## src/rtl/phh_pkg.sv

```systemverilog
`timescale 1ns / 1ps
// ----------------------------------------------------------------------------
// phh_pkg
// Shared types and codes of the price priority heap: heap entry, sibling row
// of one heap level, memory strobes and status codes.
// ----------------------------------------------------------------------------
package phh_pkg;

    localparam int PRICE_W  = 32;
    localparam int HANDLE_W = 16;
    localparam int STATUS_W = 2;
    localparam int TOTAL_W  = 7;

    localparam logic [STATUS_W-1:0] ST_OK    = 2'd0;
    localparam logic [STATUS_W-1:0] ST_FULL  = 2'd1;
    localparam logic [STATUS_W-1:0] ST_EMPTY = 2'd2;

    localparam logic MODE_PUSH = 1'b0;
    localparam logic MODE_POP  = 1'b1;

    localparam logic ORDER_MAX = 1'b0;

    typedef struct packed {
        logic [PRICE_W-1:0]  price;
        logic [HANDLE_W-1:0] handle;
    } t_entry;

    // two siblings of one level: slot 0 is the left child, slot 1 the right
    typedef t_entry [1:0] t_row;

    typedef struct packed {
        logic rd;
        logic wr;
    } t_mem_ctl;

    // true if price a must sit above price b
    function automatic logic ranks_above(input logic [PRICE_W-1:0] a,
                                         input logic [PRICE_W-1:0] b,
                                         input logic order);
        logic res;
        if (order == ORDER_MAX) begin
            res = (a > b);
        end else begin
            res = (a < b);
        end
        return res;
    endfunction

endpackage

```

## src/rtl/phh_level.sv

```systemverilog
`timescale 1ns / 1ps
// ----------------------------------------------------------------------------
// phh_level
// One level of the heap below the root: a memory of sibling rows with one
// write port and one registered read port.
// ----------------------------------------------------------------------------
module phh_level #(
    parameter int ROWS   = 1,
    parameter int ADDR_W = 6
) (
    input  logic                       i_clk,
    input  phh_pkg::t_mem_ctl          i_ctl,
    input  logic [ADDR_W-1:0]          i_rd_addr,
    input  logic [ADDR_W-1:0]          i_wr_addr,
    input  phh_pkg::t_row              i_wr_row,
    output phh_pkg::t_row              o_rd_row
);

    localparam int AW    = (ROWS > 1) ? $clog2(ROWS) : 1;
    localparam int DEPTH = 1 << AW;

    phh_pkg::t_row r_mem [0:DEPTH-1];
    phh_pkg::t_row r_rd_row;

    always_ff @(posedge i_clk) begin
        if (i_ctl.wr) begin
            r_mem[i_wr_addr[AW-1:0]] <= i_wr_row;
        end
        if (i_ctl.rd) begin
            r_rd_row <= r_mem[i_rd_addr[AW-1:0]];
        end
    end

    assign o_rd_row = r_rd_row;

endmodule

```

## config.mk

```make
export PLATFORM = sky130hd
export DESIGN_NAME = phh_level
export DESIGN_NICKNAME = d
export VERILOG_FILES = /design/src/rtl/phh_pkg.sv /design/src/rtl/phh_level.sv
export SDC_FILE = /design/constraint.sdc
export NUM_CORES = 1
export LEC_CHECK = 0
export BUFFER_PORTS_ARGS = -buffer_cell sky130_fd_sc_hd__buf_2
export CELL_PAD_IN_SITES_DETAIL_PLACEMENT = 1
export CELL_PAD_IN_SITES_GLOBAL_PLACEMENT = 2
export CORE_UTILIZATION = 41
export CTS_CLUSTER_DIAMETER = 80
export CTS_CLUSTER_SIZE = 14
export DETAILED_ROUTE_END_ITERATION = 6
export GPL_TIMING_DRIVEN = 0
export PLACE_DENSITY = 0.84
export SYNTH_ARGS = -nofsm -noshare
export SYNTH_HDL_FRONTEND = slang
export SYNTH_SLANG_ARGS = --single-unit
```

## constraint.sdc

```tcl
create_clock -name i_clk -period 6.4 [get_ports i_clk]
set_input_delay 0 -clock i_clk [delete_from_list [all_inputs] [get_ports i_clk]]
set_output_delay 0 -clock i_clk [all_outputs]
set_load 0.005 [all_outputs]
```

==> impl_results.md, run 1 <==
* Status: finished, final reports clean
* Area Overhead vs Synth at 31.1%
* Drt first pass iters at 4
* CP Launch Type: input pin
* Max Clk Rate at 629 MHz
* Placer Congestion at 0.695
* Hold_ws at 0.0311 ns
* Critical path data required time at 6.62 ns
* Crit path from: i_wr_addr[0]
* Die height at 158 um
* CTS clk-pin slew, worst paths at 0.06 ns
* Synth warnings at 0
* Total chip power at 3.84 mW
* Worst Reg-to-Reg Cells at 1
* Vias in the first global route at 5,369
* Share of cells above drive strength 1 at 46.5%
* Total CTS buffers at 24
* Sw Ratio at 19.8%
* DRT antenna net count at 0
* Setup Fix Bufs, Post-CTS at 0
* Tcrit/Tclk final at 24.8%
* Seq/Total Area, Yosys at 86.3%
* Via Count at 4,803
* CTS tree: yes
* DRC violations left at 0
* Largest cells by area after synthesis: edfxtp_1, mux2_2, mux2_4, buf_12, buf_2
* Worst skew pair latency at 0.52 ns
* Avg Cell Area, Syn at 25.2 sq um
* Reg-to-Reg End: o_rd_row[15]
* First-pass GRT wire length at 30,100 um
* Via density at 4.62
* Power share of the clock group at 33.5%
* Most used standard cell by instance count after synthesis: edfxtp_1
* Setup Skew at 0.0157 ns
* Syn_nets at 508
* Syn Inst Count at 397
* Core area at 23,800 sq um
* Pint at 3.08 mW
* Clock buffer depth at 3
* Fillers at 2,106
* Final setup violation count at 0
* Switching power total at 0.761 mW
* Worst Path Arrival at 1.81 ns
* Die Wd at 158 um
* Final nets at 831
* Crit-path max FO at 28
* Root Driver: clkbuf_16
* Seq pwr share at 58.9%
* Post-synth top area share at 86.3%
* Initial antenna violation count at 0
* I/O Buffers at 195
* Final min period at 1.59 ns
* Seq cells post-synth at 288
* Post-DP HPWL at 12,600 um
* Drt total wl at 20,300 um
* Combinational share of power at 7.6%
* I/O pin total at 207
* Final hold vios at 0
* Slew Limit Fails at 0
* Area leader, netlist: edfxtp_1
* VDD IR max at 247 uV
* Die Area at 25,100 sq um
* Nature of the critical path endpoint: flop
* Post-layout util at 55.3%
* Largest net degree at the start of global routing at 58
* Worst R2R Start: r_mem[0][15]
* Distinct cells, synth at 9
* Critical path type: input pin to flop
* Least-Margin Pin Slew at 0.718 ns
* GRT Util Overall at 16.1%
* GRT overflow at 0
* CTS H-Tree Depth at 1
* Top post-synthesis cells by count: edfxtp_1, mux2_2, mux2_4
* Wire length per cell at 19.5 um
* Worst Hold Class: input pin to flop
* RSZ-0062 raised after global routing: no
* Max transition margin at 52.0%
* Mapped cell area at 10,000 sq um
* Pwr dens at 292 nW/um^2
* Clock sink count at 288
* Max-Cap Viols at 0
* Dominant synthesized flop cell: edfxtp_1
* EDFF count, synth at 288
* Reg2Reg Setup Slack at 5.46 ns
* Ant. Diodes at 0
* Row cnt at 56
* Initial Util at 42.2%
* LEAKAGE at 4.91 nW
* Worst setup path end: r_mem[0][39]
* Asr flop ratio synth at 0%
* DRT iter0 DRCs at 151
registers in the layout, indices dropped and copies added, names as in the netlist:
register / cells
r_mem: 192
o_rd_row: 96
routing by layer:
metal | GRT usage, % | vias to the layer above | part of all wire, %
li1 | - | 2228 | -
met1 | 18.5 | 2410 | 40
met2 | 30.1 | 135 | 53
met3 | 3.51 | 30 | 4.6
met4 | 4.40 | 0 | 2.5
met5 | 0 | - | 0
metrics by stage:
| stage | setup slack [ns] | area, sq um | setup TNS, ns | cells |
|---|---|---|---|---|
| detailed placement | 4.78 | 11500 | 0 | 916 |
| global route | 4.70 | 13100 | 0 | 1039 |
| global placement | -0.942 | 11400 | -89.69 | 911 |
| CTS | 4.78 | 13100 | 0 | 1039 |
| finish | 4.81 | 13100 | 0 | 1039 |
| floorplan | 1.56 | 10000 | 0 | 397 |
logic make-up (layout without fill, tap and decap cells):
logic type             count (synthesis)  in the layout  share of synthesized area (%)
flip-flops                           288            288                           86.3
buffers and inverters                 11            334                           1.31
AND/OR/NAND/NOR                        2              2                          0.125
multiplexers                          96             96                           12.3
critical path, stage by stage:
cell,delay [ns]
dlygate4sd3_1,0.53
buf_2,0.16
nor2b_4,0.58
buf_12,0.30
buf_16,0.20
layout by cell type (no fill, tap or decap), drive strengths merged:
cell type,n
edfxtp,288
clkinv,1
and2,1
buf,211
mux2,96
clkbuf,25
dlygate4sd3,97
nor2b,1
power by group through the flow:
stage | logic, mW | clock network (mW) | registers [mW]
final | 0.292 | 1.29 | 2.26
after global routing | 0.317 | 1.38 | 2.28
after global placement | 0.225 | 0 | 2.31
after detailed placement | 0.249 | 0 | 2.31
after CTS | 0.297 | 1.33 | 2.27
after floorplan | 0.105 | 0 | 2.31
worst min path at each step:
| stage | startpoint | end | cells past startpoint |
|---|---|---|---|
| after floorplan | i_wr_row[0] | r_mem[0][0] | 0 |
| after global placement | i_wr_row[7] | r_mem[1][7] | 1 |
| after detailed placement | i_wr_row[18] | r_mem[0][18] | 1 |
| after CTS | i_ctl[0] | r_mem[0][81] | 2 |
| after global routing | i_ctl[1] | o_rd_row[89] | 1 |
| final | i_ctl[1] | o_rd_row[88] | 1 |
what timing repair did:
action | 4_1_cts | 5_1_grt
gates resized for setup | 0 | 0
hold buffers | 97 | 0
hold endpoints to repair | 211 | 0
layout make-up:
class	count	area [sq um]	area share, %
Timing Repair Buffer	297	2070	15.8
Clock inverter	1	8.76	0.0667
Multi-Input combinational cell	98	1250	9.54
Sequential cell	288	8650	65.8
Buffer	11	131	1.00
Clock buffer	25	626	4.76
Tap cell	319	399	3.04
(Power assumes the default switching activity.)
==> run 2: changes to the inputs <==
--- a/config.mk
+++ b/config.mk
@@ -8,12 +8,12 @@
 export BUFFER_PORTS_ARGS = -buffer_cell sky130_fd_sc_hd__buf_2
 export CELL_PAD_IN_SITES_DETAIL_PLACEMENT = 1
 export CELL_PAD_IN_SITES_GLOBAL_PLACEMENT = 2
-export CORE_UTILIZATION = 41
+export CORE_UTILIZATION = 37
 export CTS_CLUSTER_DIAMETER = 80
 export CTS_CLUSTER_SIZE = 14
 export DETAILED_ROUTE_END_ITERATION = 6
 export GPL_TIMING_DRIVEN = 0
-export PLACE_DENSITY = 0.84
+export PLACE_DENSITY = 0.8
 export SYNTH_ARGS = -nofsm -noshare
 export SYNTH_HDL_FRONTEND = slang
 export SYNTH_SLANG_ARGS = --single-unit
==> constraint.sdc (replaced) <==
create_clock -name i_clk -period 1.35 [get_ports i_clk]
set_input_delay 0 -clock i_clk [delete_from_list [all_inputs] [get_ports i_clk]]
set_output_delay 0 -clock i_clk [all_outputs]
set_load 0.005 [all_outputs]
==> run 2 against run 1 <==
Compared with the run above:
- sequential power grew to 4.7 times the previous value
- largest power group unchanged
- core utilization shrank 5.2 points
- the run now ends with design-rule violations left
- clock skew shrank 0.0089 ns
- clock power grew to 4.8 times the previous value
- critical path type unchanged
==> impl_results.md, run 2 (same netlist as run 1, synthesis figures left out) <==
* Vias in the first global route at 5,673 (+5.7%)
* Most frequent cells in the layout: edfxtp_1, buf_2, dlygate4sd3_1, mux2_2, mux2_4
* Slew Limit Fails at 0 (unchanged)
* Core area at 26,300 sq um (+11%)
* Max reg flops at 192 (unchanged)
* CTS H-Tree Depth at 1 (unchanged)
* Worst Path Arrival at 1.48 ns (-0.33 ns)
* DRC violations left at 13 (+13)
* Setup Fix Bufs, Post-CTS at 0 (unchanged)
* Die Wd at 167 um (+5.2%)
* Hold_ws at 0.0425 ns (+0.0114 ns)
* Post-DP HPWL at 12,300 um (-2.2%)
* GRT overflow at 0 (unchanged)
* Pwr dens at 1390 nW/um^2 (+370%)
* Max transition margin at 49.7% (-2.3 points)
* Commonest non-fill, non-tap cell in the layout: edfxtp_1
* Clock sink count at 288 (unchanged)
* Nature of the critical path endpoint: flop
* Grt met3 use at 3.47% (-0.042 points)
* Slowest-stage cell, CP: dlygate4sd3_1
* Die Area at 27,800 sq um (+11%)
* Final min period at 1.28 ns
* CTS clk-pin slew, worst paths at 0.07 ns (about the same)
* Met1 Use GR at 16.7% (-1.7 points)
* Ant. Diodes at 0 (unchanged)
* Via density at 4.64 (+0.34%)
* Total chip power at 18.3 mW (+380%)
* Initial antenna violation count at 0 (unchanged)
* Setup Skew at 0.00684 ns (-0.00887 ns)
* I/O pin total at 207 (unchanged)
* Share of cells above drive strength 1 at 46.5% (-0.065 points)
* Initial Util at 38.1% (-4.1 points)
* VDD IR max at 749 uV (+200%)
* I/O Buffers at 195 (unchanged)
* CP peak stage delay at 0.70 ns (+0.12 ns)
* Drt first pass iters at 6 (+2)
* Final hold vios at 0 (unchanged)
* Grt peak-use layer: met2
* Via Count at 4,898 (+2.0%)
* CP delay by family, top: buffers and inverters
* LEAKAGE at 4.92 nW (+0.14%)
* Status: complete, but fails checks
* Die height at 167 um (+5.2%)
* Placer Congestion at 0.711 (+2.2%)
* Worst Hold Class: input pin to flop
* Failing checks: design-rule violations
* Max-Cap Viols at 0 (unchanged)
* Wire length per cell at 19.9 um (+1.9%)
* Total CTS buffers at 24 (unchanged)
* Final setup violation count at 0 (unchanged)
* CP Launch Type: input pin
* Row cnt at 59 (+5.4%)
* Critical path type: input pin to flop
* Routing usage on met2 at 29.0% (-1.1 points)
* Max Clk Rate at 782 MHz
* Tcrit/Tclk final at 94.7%
* Worst skew pair latency at 0.51 ns (about the same)
* WP buf/inv at 4 (unchanged)
* Drt total wl at 21,000 um (+3.6%)
* Least-Margin Pin Slew at 0.754 ns (+0.0356 ns)
* First-pass GRT wire length at 32,400 um (+7.7%)
* Final nets at 832 (+0.12%)
* Fillers at 2,427 (+15%)
* Crit-path max FO at 31 (+11%)
* Post-CTS sizing at 0 (unchanged)
* Largest net degree at the start of global routing at 97 (+67%)
* RSZ-0062 raised after global routing: no
* Critical path data required time at 1.55 ns (-5.07 ns)
* CP Cell Sequence: buf_2 > nor2b_4 > dlygate4sd3_1 > buf_16 > buf_12
* GRT Util Overall at 15.3% (-0.88 points)
* DRT antenna net count at 0 (unchanged)
* Root Driver: clkbuf_16
* Clock buffer depth at 3 (unchanged)
* Area Overhead vs Synth at 31.4%
* DRT iter0 DRCs at 251 (+66%)
* CTS tree: yes
run 2: cell count changes in the layout (fill, tap and decap cells not counted), sizes merged:
cell	previous run	this run
dlygate4sd3	97	98
run 2: metal layers:
metal  up-vias  routed length, um  part of all wire (%)
met5         -                  0                     0
met4         0                518                   2.5
met3        38               1250                   6.0
met2       166              11500                    55
met1      2475               7740                    37
li1       2219                  -                     -
run 2: power breakdown:
part	switching, mW	internal, mW
clock network	2.89	3.26
registers	0.173	10.6
logic	0.610	0.786
run 2: cell type report:
| cell class | count | area (sq um) | share of cell area (%) |
|---|---|---|---|
| Buffer | 11 | 131 | 0.998 |
| Clock buffer | 25 | 626 | 4.75 |
| Clock inverter | 1 | 8.76 | 0.0665 |
| Multi-Input combinational cell | 98 | 1250 | 9.52 |
| Sequential cell | 288 | 8650 | 65.7 |
| Tap cell | 335 | 419 | 3.18 |
| Timing Repair Buffer | 298 | 2080 | 15.8 |
run 2: stage by stage:
step                area (sq um)  TNS [ns]  utilization, %  setup slack (ns)  cells
floorplan                  10000    -50.82               -            -0.529    397
global placement           11400   -242.61            43.5             -1.42    927
detailed placement         11500    -39.77            43.9            -0.376    931
CTS                        13100         0            50.0             0.112   1055
global route               13200         0            50.1            0.0270   1056
finish                     13200         0            50.1            0.0710   1056
run 2: path summary, 6_finish.rpt:
path         depth (start not counted)         start  slack [ns]           end
max                                  5  i_wr_addr[0]        0.07  r_mem[0][11]
min                                  3  i_wr_addr[0]        0.04  r_mem[0][55]
max reg2reg                          1  r_mem[1][62]        0.40  o_rd_row[62]
min reg2reg                          1  r_mem[1][63]        0.54  o_rd_row[63]
run 2: worst min-delay path, stage by stage:
cell and delay (ns):
buf_2 0.12, nor2b_4 0.07, buf_12 0.17
run 2: repair_timing:
item	in CTS	in global routing
hold buffers	98	0
hold endpoints to repair	206	0
endpoints found under the setup margin	0	0
